===== config.mk =====
export PLATFORM = sky130hd
export DESIGN_NAME = umwo_ctrl
export DESIGN_NICKNAME = d
export VERILOG_FILES = /design/src/hdl/umwo_pkg.sv /design/src/hdl/umwo_ctrl.sv
export SDC_FILE = /design/constraint.sdc
export NUM_CORES = 1
export LEC_CHECK = 0
export ABC_AREA = 0
export BUFFER_PORTS_ARGS = -buffer_cell sky130_fd_sc_hd__buf_2
export CORE_UTILIZATION = 34
export DETAILED_ROUTE_END_ITERATION = 12
export PLACE_DENSITY_LB_ADDON = 0.2
export SLEW_MARGIN = 5
export SYNTH_ARGS = -nofsm -noshare
export SYNTH_HDL_FRONTEND = slang
export SYNTH_SLANG_ARGS = --single-unit

===== constraint.sdc =====
create_clock -name clk -period 1.9 [get_ports clk]
set_input_delay 0 -clock clk [delete_from_list [all_inputs] [get_ports clk]]
set_output_delay 0 -clock clk [all_outputs]
set_load 0.1 [all_outputs]

===== src/hdl/umwo_pkg.sv =====
`timescale 1ns / 1ps
// ============================================================================
// umwo_pkg
// Shared types, constants and the sine table function of the unison
// multi-wave oscillator.
// ============================================================================
package umwo_pkg;

    // Parameter defaults
    localparam int DEF_MAX_VOICES      = 8;
    localparam int DEF_PHASE_BITS      = 32;
    localparam int DEF_SINE_TABLE_BITS = 10;

    // Fixed field widths
    localparam int SAMPLE_W    = 16;
    localparam int VOICE_W     = 17;
    localparam int LEVEL_W     = 16;
    localparam int CENTER_W    = 31;
    localparam int SPREAD_W    = 28;
    localparam int VCOUNT_W    = 4;
    localparam int STEP32_W    = 32;
    localparam int Q15_SHIFT   = 15;
    localparam int Q15_ONE     = 32768;
    localparam int SAMPLE_MAX  = 32767;
    localparam int SAMPLE_MIN  = -32768;

    // Configuration port
    localparam int CFG_DATA_W  = 31;
    localparam int CFG_INDEX_W = 3;

    // Quotient bits resolved per divider cycle
    localparam int DIV_STEP_BITS = 4;

    typedef enum logic [1:0] {
        WAVE_SINE     = 2'd0,
        WAVE_SAW      = 2'd1,
        WAVE_SQUARE   = 2'd2,
        WAVE_TRIANGLE = 2'd3
    } wave_t;

    typedef enum logic [CFG_INDEX_W-1:0] {
        REG_WAVEFORM     = 3'd0,
        REG_VOICE_COUNT  = 3'd1,
        REG_LEVEL        = 3'd2,
        REG_CENTER_STEP  = 3'd3,
        REG_SPREAD_WIDTH = 3'd4
    } reg_index_t;

    typedef struct packed {
        wave_t                      waveform;
        logic [VCOUNT_W-1:0]        voice_count;
        logic [LEVEL_W-1:0]         level;
        logic [CENTER_W-1:0]        center_step;
        logic signed [SPREAD_W-1:0] spread_width;
    } cfg_t;

    typedef enum logic [3:0] {
        ST_IDLE,
        ST_STEP_LOAD,
        ST_STEP_WAIT,
        ST_VOICE,
        ST_DRAIN,
        ST_MULT,
        ST_MIX_LOAD,
        ST_MIX_WAIT,
        ST_FINISH
    } ctrl_state_t;

    typedef struct packed {
        logic capture;
        logic off_start;
        logic step_write;
        logic voice_go;
        logic mult;
        logic mix_start;
        logic out_write;
    } ctrl_cmd_t;

    typedef struct packed {
        logic div_done;
        logic out_busy;
    } ctrl_status_t;

    // Quarter-wave sine entry k of a 2^tab_bits table: odd ninth-order Taylor
    // series in unsigned Q30, rounded to Q15 and capped at one.
    function automatic logic [VOICE_W-1:0] sine_entry(input int unsigned k,
                                                      input int unsigned tab_bits);
        logic [63:0] t;
        logic [63:0] t2;
        logic [63:0] a;
        logic [63:0] s;
        t  = (64'(k) * 64'd1686629713) >> tab_bits;
        t2 = (t * t) >> 30;
        a  = 64'h4000_0000 - t2 / 64'd72;
        a  = 64'h4000_0000 - (((t2 / 64'd42) * a) >> 30);
        a  = 64'h4000_0000 - (((t2 / 64'd20) * a) >> 30);
        a  = 64'h4000_0000 - (((t2 / 64'd6) * a) >> 30);
        s  = (t * a) >> 30;
        s  = (s + 64'd16384) >> 15;
        if (s > 64'd32768)
        begin
            s = 64'd32768;
        end
        return VOICE_W'(s);
    endfunction

endpackage


===== src/hdl/umwo_ctrl.sv =====
`timescale 1ns / 1ps
// ============================================================================
// umwo_ctrl
// Sequencer: rebuilds the voice step table after reset and configuration changes,
// walks the voices of each sample, then runs scaling and output.
// ============================================================================
module umwo_ctrl import umwo_pkg::*;
#(
    parameter int MAX_VOICES = DEF_MAX_VOICES,
    localparam int NW = $clog2(MAX_VOICES + 1),
    localparam int UW = (MAX_VOICES > 1) ? $clog2(MAX_VOICES) : 1
)
(
    input  logic         clk,
    input  logic         rst_n,
    input  logic         in_valid,
    output logic         in_ready,
    input  logic         cfg_write,
    input  logic [NW-1:0] voice_total,
    output logic [UW-1:0] voice_index,
    output ctrl_cmd_t    cmd,
    input  ctrl_status_t status
);

    ctrl_state_t   state_reg;
    ctrl_state_t   state_next;
    logic [UW-1:0] u_reg;
    logic [UW-1:0] u_next;
    logic          stale_reg;
    logic          stale_next;
    logic          last_voice;

    assign last_voice  = (u_reg == UW'(voice_total - NW'(1)));
    assign voice_index = u_reg;

    // State, voice counter and stale step table flag
    always_ff @(posedge clk or negedge rst_n)
    begin
        if (!rst_n)
        begin
            state_reg <= ST_IDLE;
            u_reg     <= '0;
            stale_reg <= 1'b1;
        end
        else
        begin
            state_reg <= state_next;
            u_reg     <= u_next;
            stale_reg <= stale_next;
        end
    end

    // Next state and commands
    always_comb
    begin
        state_next = state_reg;
        u_next     = u_reg;
        stale_next = stale_reg | cfg_write;
        cmd        = '0;
        in_ready   = 1'b0;
        unique case (state_reg)
            ST_IDLE:
            begin
                in_ready = 1'b1;
                if (in_valid)
                begin
                    cmd.capture = 1'b1;
                    u_next      = '0;
                    state_next  = stale_reg ? ST_STEP_LOAD : ST_VOICE;
                end
            end
            ST_STEP_LOAD:
            begin
                cmd.off_start = 1'b1;
                state_next    = ST_STEP_WAIT;
            end
            ST_STEP_WAIT:
            begin
                if (status.div_done)
                begin
                    cmd.step_write = 1'b1;
                    if (last_voice)
                    begin
                        u_next     = '0;
                        stale_next = 1'b0;
                        state_next = ST_VOICE;
                    end
                    else
                    begin
                        u_next     = UW'(u_reg + 1'b1);
                        state_next = ST_STEP_LOAD;
                    end
                end
            end
            ST_VOICE:
            begin
                cmd.voice_go = 1'b1;
                if (last_voice)
                begin
                    state_next = ST_DRAIN;
                end
                else
                begin
                    u_next = UW'(u_reg + 1'b1);
                end
            end
            ST_DRAIN:
            begin
                state_next = ST_MULT;
            end
            ST_MULT:
            begin
                cmd.mult   = 1'b1;
                state_next = ST_MIX_LOAD;
            end
            ST_MIX_LOAD:
            begin
                cmd.mix_start = 1'b1;
                state_next    = ST_MIX_WAIT;
            end
            ST_MIX_WAIT:
            begin
                if (status.div_done)
                begin
                    state_next = ST_FINISH;
                end
            end
            ST_FINISH:
            begin
                if (!status.out_busy)
                begin
                    cmd.out_write = 1'b1;
                    state_next    = ST_IDLE;
                end
            end
            default:
            begin
                state_next = ST_IDLE;
            end
        endcase
    end

endmodule


# Word level (Yosys, flattened, before mapping)
# Cells that the tools add are included.
totals:
  regBits: 8
  in_bits: 10
  mem_bits_ro: 0
  latchBits: 0
  memories: 0
  output_inout_bits: 11
  ramBits: 0
classes:
  n_bitwise: 1
  n_eq_ne: 15
  reduce_logical: 4
  magnitude_cmp: 0
  shifts: 0
  add_sub_neg: 2
  mul: 0
  n_div: 0
  n_mux: 27
ops:
  columns: ["cell", "count"]
  rows:
  - ["$pmux W4 S9", 1]
  - ["$mux W4", 5]
  - ["$eq A4 B3 Y1 const B", 4]
  - ["$mux W1", 14]
  - ["$mux W3", 4]
  - ["$ne A2 B2 Y1 const B", 6]
  - ["$pmux W3 S3", 1]
  - ["$eq A4 B2 Y1 const B", 2]
  - ["$reduce_and A5 Y1", 1]
  - ["$eq A4 B1 Y1 const B", 1]
  - ["$eq A4 B4 Y1 const B", 1]
  - ["$logic_not A4 Y1", 1]
  - ["$mux W2", 2]
  - ["$reduce_and A4 Y1", 1]
  - ["$add A3 B1 Y3 const B", 1]
  - ["$eq A3 B3 Y1", 1]
  - ["$reduce_bool A3 Y1", 1]
  - ["$sub A3 B1 Y3 const B", 1]
  - ["$or A1 B1 Y1", 1]

# Depth between registers and ports, before layout
# Gate-level depths: netlist of run 1.
depth:
  depth_word: 5
  ltp_mapped: 6
  ltp_nobuf: 6

# Least setup slack after synthesis of run 1
# OpenSTA, ideal clock, no wires.
synth_timing:
  path_kind: "reg2out"
  startpoint: "reg state_reg[0]"
  endpoint: "out cmd[6] (netlist name)"
  arrival_ns: 3.089
  path_stages_with_launch: 5
  setup_slack_ns: -1.189
  required_time_ns: 1.900
  path_cell_list: "dfrtp_1 -> buf_2 -> or3_4 -> nor2_1 -> and2_1"
synth_lines:
  columns: ["item", "line_no", "rtl"]
  rows:
  - ["start, declared", "umwo_ctrl.sv:25", "ctrl_state_t state_reg;"]
  - ["start signal, assigned", "umwo_ctrl.sv:47", "state_reg <= state_next;"]
  - ["end, declared", "umwo_ctrl.sv:21", "output ctrl_cmd_t cmd,"]

==> run_results.csv, run 1 <==
group,metric,value,unit
setup_path,crit_required,1.90,ns
yosys,synth_seq_area_share,0.3340,
yosys,syn-num-nets,76,
global_route,grt_pass1_wl,2.076,mm
layout,diodes,0,
clocking,clock-sinks,8,
drt,dr.pass1.iters,10,
clocking,cts.clk_slew.worst_paths,0.05,ns
global_route,groute.usage.overall,0.1460,
yosys,syn_inst,64,
drt,drt-vias-per-instance,5.467,
layout,syn2layout_area_growth,34.65,%
timing,fin_worst_skew,0.0006527,ns
clocking,cts.path.max_buffers,2,
yosys,yosysWarnings,0,
die,std_cell_rows,14,
setup_path,worstSetupPathType,"flip-flop to output port",
layout,nets,102,
timing,setup_viol,0,
drt,first_iter_violations,14,
yosys,avgSynthCellArea,9.423,µm²
timing,min_period,1.776,ns
die,pin_count,21,
layout,fin_cells,105,
placement,dp_cells,99,
global_route,antenna_found_initial,0,
timing,tightestPinTransition,0.4868,ns
global_route,grt_max_degree,14,
global_route,grt_overflow,0,
yosys,synth-seq-cells,8,
timing,grt_setup_unrepaired,"false",
yosys,synth.top_cell.area_share,0.2905,
drt,antenna_left,0,
clocking,htreeDepth,1,
clocking,post-cts-setup-buffer-count,0,
yosys,synthTopCellsByArea,"dfrtp_1 29%, dfstp_2 4.4%, ha_1 4.1%",
status,outcome,"finished with violations",
placement,io_buffers,19,
layout,final_util,0.5151,
global_route,grt_pass1_vias,491,
setup_path,cp-start-kind,"flip-flop",
drt,finalWirelength,1.283,mm
flow_run,max_cap_violations,0,
yosys,synth_top_area_cell,"dfrtp_1",
placement,globalplace.congestion,0.8140,
die,die_y,44.12,µm
die,core-area,1577,µm²
timing,drv_slew,0,
timing,hold_viol,0,
status,violations,"design-rule violations",
die,die_w,44.12,µm
clocking,cts_tree,"done",
clocking,cts_buffers,3,
drt,wire_per_inst,12.22,µm
drt,vias,574,
setup_path,cp-end-kind,"output port",
yosys,synth_area,603.1,µm²
yosys,synth_cell_types,37,
timing,max_freq,563.2,MHz
min_path,hold_path.class,"primary input to flip-flop",
timing,maxSlewHeadroom,0.6777,
placement,dp_hpwl,1.025,mm
drt,drcViolationCount,1,
clocking,clk_latency,0.25,ns
die,die_area,1946,µm²
layout,drive_gt1_frac,0.4831,
setup_path,crit_fanout,8,
clocking,clk_root_buffer_cell,"clkbuf_4",
layout,largest_register_ffs,4,
timing,fin_crit_sh,0.9345,
setup_path,crit_arrival,1.78,ns
die,start_util,0.3825,
## final cells by class
class                      instances  area [µm²]
fill                             143       764.5
multi-input combinational         49       390.4
sequential                         8       207.7
timing repair buffer              23       145.1
clock buffer                       4       26.28
inverter                           5       22.52
tap                               16       20.02
## Yosys cell counts (all sizes together)
| cell type | n |
|---|---|
| dfrtp | 7 |
| nor2 | 6 |
| inv | 5 |
| nor3 | 4 |
| a21oi | 3 |
| nand2 | 3 |
| or3 | 3 |
| buf | 2 |
| ha | 2 |
| nand2b | 2 |
| nor4b | 2 |
| o21ai | 2 |
| xnor2 | 2 |
| a211o | 1 |
| a211oi | 1 |
| a21o | 1 |
| a221o | 1 |
| a22o | 1 |
| a2bb2oi | 1 |
| a311oi | 1 |
| a31oi | 1 |
| and2 | 1 |
| and3 | 1 |
| and4b | 1 |
| dfstp | 1 |
| mux2 | 1 |
| nand3 | 1 |
| nand4b | 1 |
| nor2b | 1 |
| o211ai | 1 |
| o22ai | 1 |
| or4b | 1 |
| xor2 | 1 |
| xor3 | 1 |
## what timing repair did
item,CTS,global route
endpoints found under the hold margin,9,0
hold buffers,2,0
gates resized for setup,0,0
setup endpoints to repair,0,0
## routing by layer
layer | wire (µm) | track usage | vias to the layer above
met5 | 0 | 0 | -
met4 | 0 | 0.01818 | 0
met3 | 84 | 0.07755 | 0
met2 | 551 | 0.2088 | 16
met1 | 647 | 0.2010 | 269
li1 | - | - | 289
## critical path, stage by stage (launching register included)
cell,delay [ns]
dfrtp_1,0.46
or3_4,0.43
nor2_2,0.10
and2_1,0.12
buf_2,0.41
## stage by stage
stage | worst slack (ns) | instance area, µm² | setup TNS, ns | hold WS (ns)
2_1_floorplan | -0.6880 | 630.6 | -1.626 | -0.2956
3_3_place_gp | 0.2162 | 765.7 | 0 | -0.1507
3_5_place_dp | 0.1941 | 765.7 | 0 | -0.1516
4_1_cts | 0.1236 | 812.0 | 0 | 0.008321
5_1_grt | 0.07020 | 812.0 | 0 | 0.01281
6_report | 0.1245 | 812.0 | 0 | 0.01436
## kinds of logic (layout without fill, tap and decap cells)
kind of cell | count (synthesis) | in the layout | share of synthesized area
adder cells (fa/ha/maj) | 2 | 2 | 0.04149
XOR/XNOR | 4 | 4 | 0.08299
AO/OA/AOI/OAI | 15 | 15 | 0.1909
flip-flops | 8 | 8 | 0.3340
buffers and inverters | 7 | 32 | 0.04772
multiplexers | 1 | 1 | 0.01867
AND/OR/NAND/NOR | 27 | 27 | 0.2842
## worst paths after layout
check / slack, ns / start / end / cells past startpoint
max in group asynchronous: 1.55 / rst_n / stale_reg$_DFF_PN1_ / 2
min in group asynchronous: 0.12 / rst_n / voice_index[2]$_DFFE_PN0P_ / 2
min reg2reg: 0.50 / stale_reg$_DFF_PN1_ / stale_reg$_DFF_PN1_ / 2
max: 0.12 / state_reg[3]$_DFFE_PN0P_ / cmd[6] / 4
max reg2reg: 0.19 / voice_index[2]$_DFFE_PN0P_ / voice_index[0]$_DFFE_PN0P_ / 4
min: 0.01 / status[0] / state_reg[3]$_DFFE_PN0P_ / 3
## layout by cell type (no fill, tap or decap), drive strengths merged, types with 2 or more instances in the layout
master       count
xnor2            2
o21ai            2
nor2             6
nor4b            2
dfrtp            7
clkbuf           4
buf             21
nand2b           2
nor3             4
nand2            3
or3              3
ha               2
inv              4
dlygate4sd3      2
a21oi            3
Power of run 1 is not shown: default switching activity piles up to over one toggle a cycle in this logic, so the estimate is an artifact.
==> inputs of run 2 (changes only) <==
CELL_PAD_IN_SITES_DETAIL_PLACEMENT = 1   (was default)
CELL_PAD_IN_SITES_GLOBAL_PLACEMENT = 1   (was default)
==> run_results.csv, run 2 (synthesis results as in run 1) <==
group,metric,value,unit
status,outcome,"finished with violations",
status,violations,"design-rule violations",
global_route,grt_pass1_wl,2.987,mm
timing,grt_setup_unrepaired,"false",
timing,tightestPinTransition,0.4879,ns
drt,dr.pass1.iters,8,
clocking,cts.clk_slew.worst_paths,0.06,ns
timing,maxSlewHeadroom,0.6770,
die,pin_count,21,
setup_path,crit_required,1.90,ns
placement,globalplace.congestion,0.7840,
timing,fin_worst_skew,0.008910,ns
drt,drt-vias-per-instance,5.704,
timing,fin_crit_sh,0.9307,
global_route,groute.usage.overall,0.2179,
die,std_cell_rows,14,
setup_path,crit_fanout,8,
die,start_util,0.3825,
placement,dp_hpwl,1.340,mm
clocking,clk_latency,0.28,ns
placement,post_dp_cell_area,780.7,µm²
clocking,cts_tree,"done",
clocking,cts.path.max_buffers,2,
global_route,grt_pass1_vias,639,
drt,wire_per_inst,16.21,µm
layout,final_cell_area,839.6,µm²
layout,syn2layout_area_growth,39.21,%
layout,diodes,0,
drt,finalWirelength,1.751,mm
timing,min_period,1.768,ns
layout,drive_gt1_frac,0.4891,
placement,io_buffers,19,
die,die_y,44.12,µm
drt,first_iter_violations,6,
timing,setup_viol,0,
drt,antenna_left,0,
layout,fillCellCount,191,
clocking,cts_buffers,3,
min_path,hold_path.class,"primary input to asynchronous set/reset pin",
timing,max_freq,565.5,MHz
global_route,grt_max_degree,9,
drt,drcViolationCount,2,
clocking,post-cts-setup-buffer-count,0,
layout,mostFrequentLayoutCell,"buf_2",
die,die_w,44.12,µm
global_route,antenna_found_initial,0,
setup_path,worstSetupPathType,"flip-flop to output port",
die,core-area,1577,µm²
drt,vias,616,
global_route,grt_overflow,0,
clocking,htreeDepth,1,
layout,largest_register_ffs,4,
flow_run,max_cap_violations,0,
clocking,clock-sinks,8,
layout,nets,105,
die,die_area,1946,µm²
setup_path,cp-start-kind,"flip-flop",
timing,drv_slew,0,
timing,hold_viol,0,
clocking,clk_root_buffer_cell,"clkbuf_4",
setup_path,cp-end-kind,"output port",
setup_path,crit_arrival,1.77,ns
## run 2: final cells by class
type                    count  area [µm²]  share of cell area
clock buffers               4       26.28             0.03130
inverters                   5       22.52             0.02683
multi-input cells          49       390.4              0.4650
flip-flops and latches      8       207.7              0.2474
well taps                  16       20.02             0.02385
repair buffers             26       172.7              0.2057
## run 2: critical path, cell delays in order (launching register included)
cell and delay, ns:
dfrtp_1 0.47, or3_4 0.44, nor2_1 0.14, buf_2 0.44
## run 2: final timing paths
check,from,end,slack [ns],depth (start not counted)
worst max-delay path,state_reg[3]$_DFFE_PN0P_,cmd[4],0.13,3
worst min-delay path,rst_n,voice_index[1]$_DFFE_PN0P_,0.1,2
worst max register to register,voice_index[2]$_DFFE_PN0P_,voice_index[0]$_DFFE_PN0P_,0.16,4
worst min register to register,stale_reg$_DFF_PN1_,stale_reg$_DFF_PN1_,0.51,2
max in group asynchronous,rst_n,stale_reg$_DFF_PN1_,1.56,2
min in group clk,status[1],state_reg[2]$_DFFE_PN0P_,0.14,3
## run 2: per-stage QoR
step | hold WS (ns) | instances | setup TNS, ns | setup WS (ns) | util
final | 0.09662 | 108 | 0 | 0.1318 | 0.5325
after CTS | 0.09198 | 108 | 0 | 0.04785 | 0.5310
after global routing | 0.1116 | 108 | 0 | 0.04758 | 0.5325
after global placement | -0.1415 | 101 | 0 | 0.2134 | 0.4952
after detailed placement | -0.1442 | 101 | 0 | 0.1743 | 0.4952
after floorplan | -0.2956 | 64 | -1.626 | -0.6880 | -
## run 2: routing by layer
| metal | global-route usage | vias to the layer above | wire [µm] |
|---|---|---|---|
| met2 | 0.3382 | 24 | 866 |
| met3 | 0.07347 | 5 | 102 |
| met1 | 0.2795 | 294 | 755 |
| li1 | - | 293 | - |
| met4 | 0.08485 | 0 | 27 |
| met5 | 0 | - | 0 |
## run 2: timing repair
item | CTS | global route
hold buffers | 3 | 0
gates resized for setup | 0 | 1
endpoints found under the hold margin | 10 | 0
endpoints found under the setup margin | 0 | 1
Power of run 2 is left out for the same reason.
==> inputs of run 3 (changes only) <==
CORE_ASPECT_RATIO = 1.2   (was default)
==> run_results.csv, run 3 (synthesis results as in run 1) <==
group,metric,value,unit
placement,dpl_worst_slack,0.1837,ns
min_path,hold_path.class,"primary input to asynchronous set/reset pin",
clocking,cts_tree,"done",
layout,fillCellCount,200,
setup_path,crit_fanout,7,
timing,min_period,1.771,ns
placement,io_buffers,19,
clocking,clk_root_buffer_cell,"clkbuf_4",
layout,nets,103,
layout,multi_input_area,396.6,µm²
timing,hold_viol,0,
placement,globalplace.congestion,0.7265,
flow_run,max_cap_violations,0,
setup_path,crit_required,1.90,ns
global_route,grt_pass1_vias,585,
setup_path,cp-end-kind,"output port",
timing,max_freq,564.7,MHz
setup_path,crit_slowest_cell,"dfrtp_1",
drt,wire_per_inst,15.40,µm
layout,drive_gt1_frac,0.4889,
drt,vias,597,
timing,tns,0,ns
setup_path,cpPeakStageDelay,0.46,ns
timing,fin_crit_sh,0.9320,
timing,fin_ws,0.1291,ns
drt,drt-vias-per-instance,5.528,
setup_path,cp-start-kind,"flip-flop",
drt,dr.pass1.iters,4,
timing,drv_slew,0,
setup_path,crit_arrival,1.77,ns
clocking,cts.clk_slew.worst_paths,0.07,ns
timing,fin_hold_ws,0.1124,ns
clocking,htreeDepth,1,
timing,setup_viol,0,
die,die_w,40.45,µm
drt,antenna_left,0,
timing,grt_setup_unrepaired,"false",
clocking,post-cts-setup-buffer-count,0,
drt,drcViolationCount,0,
setup_path,worstSetupPathType,"flip-flop to output port",
drt,first_iter_violations,11,
global_route,grt_max_degree,14,
layout,final_cell_mix,"17 x buf_2, 4 x inv_1, 4 x nor2_1, 4 x clkbuf_4, 4 x dfrtp_1",
placement,dp_hpwl,1.255,mm
global_route,grt_overflow,0,
layout,regArea,207.7,µm²
drt,finalWirelength,1.663,mm
clocking,cts.path.max_buffers,2,
die,std_cell_rows,16,
timing,maxSlewHeadroom,0.6774,
global_route,groute.usage.overall,0.2218,
clocking,cts_buffers,3,
global_route,antenna_found_initial,0,
timing,fin_worst_skew,0.001898,ns
layout,final_util,0.5076,
die,core-area,1642,µm²
status,outcome,"completed",
die,die_area,1947,µm²
global_route,grt_pass1_wl,2.753,mm
setup_path,reg2regPathDepth,4,
layout,largest_register_ffs,4,
setup_path,crit_chain,"or3_4 > nor2_1 > buf_2",
layout,diodes,0,
timing,tightestPinTransition,0.4872,ns
clocking,clock-sinks,8,
die,die_y,48.14,µm
die,start_util,0.3674,
clocking,clk_latency,0.27,ns
die,pin_count,21,
layout,mostFrequentLayoutCell,"buf_2",
layout,syn2layout_area_growth,38.17,%
-- run 3: through the flow --
stage	instances	area [µm²]
after global routing	108	833.3
after CTS	108	824.5
final	108	833.3
after global placement	101	768.2
after floorplan	64	630.6
after detailed placement	101	768.2
-- run 3: final cells by class --
class / count / area share
inverter: 5 / 0.02703
timing repair buffer: 24 / 0.1892
multi-input combinational: 49 / 0.4760
clock buffer: 4 / 0.03153
sequential: 8 / 0.2492
tap: 18 / 0.02703
-- run 3: final timing paths --
path | start | end | slack [ns]
setup / recovery | state_reg[0]$_DFFE_PN0P_ | cmd[4] | 0.13
hold / removal | rst_n | state_reg[1]$_DFFE_PN0P_ | 0.11
setup reg to reg | voice_index[2]$_DFFE_PN0P_ | state_reg[1]$_DFFE_PN0P_ | 0.17
hold reg to reg | stale_reg$_DFF_PN1_ | stale_reg$_DFF_PN1_ | 0.52
max in group asynchronous | rst_n | stale_reg$_DFF_PN1_ | 1.54
min in group clk | status[1] | state_reg[2]$_DFFE_PN0P_ | 0.17
-- run 3: layer usage --
metal	track usage	part of all wire	up-vias
li1	-	-	288
met1	0.2845	0.44	288
met2	0.3238	0.48	15
met3	0.06849	0.044	6
met4	0.1333	0.030	0
met5	0	0	-
-- run 3: worst max-delay path, delay by kind of cell (launching register included) --
family | cells | cell delay (ns)
AND/OR/NAND/NOR | 2 | 0.60
flip-flops | 1 | 0.46
buffers and inverters | 1 | 0.44
-- run 3: what timing repair did --
action	in CTS	in global routing
hold endpoints to repair	10	0
gates resized for setup	0	2
setup endpoints to repair	0	2
hold buffers	3	0
Power of run 3 is left out for the same reason.
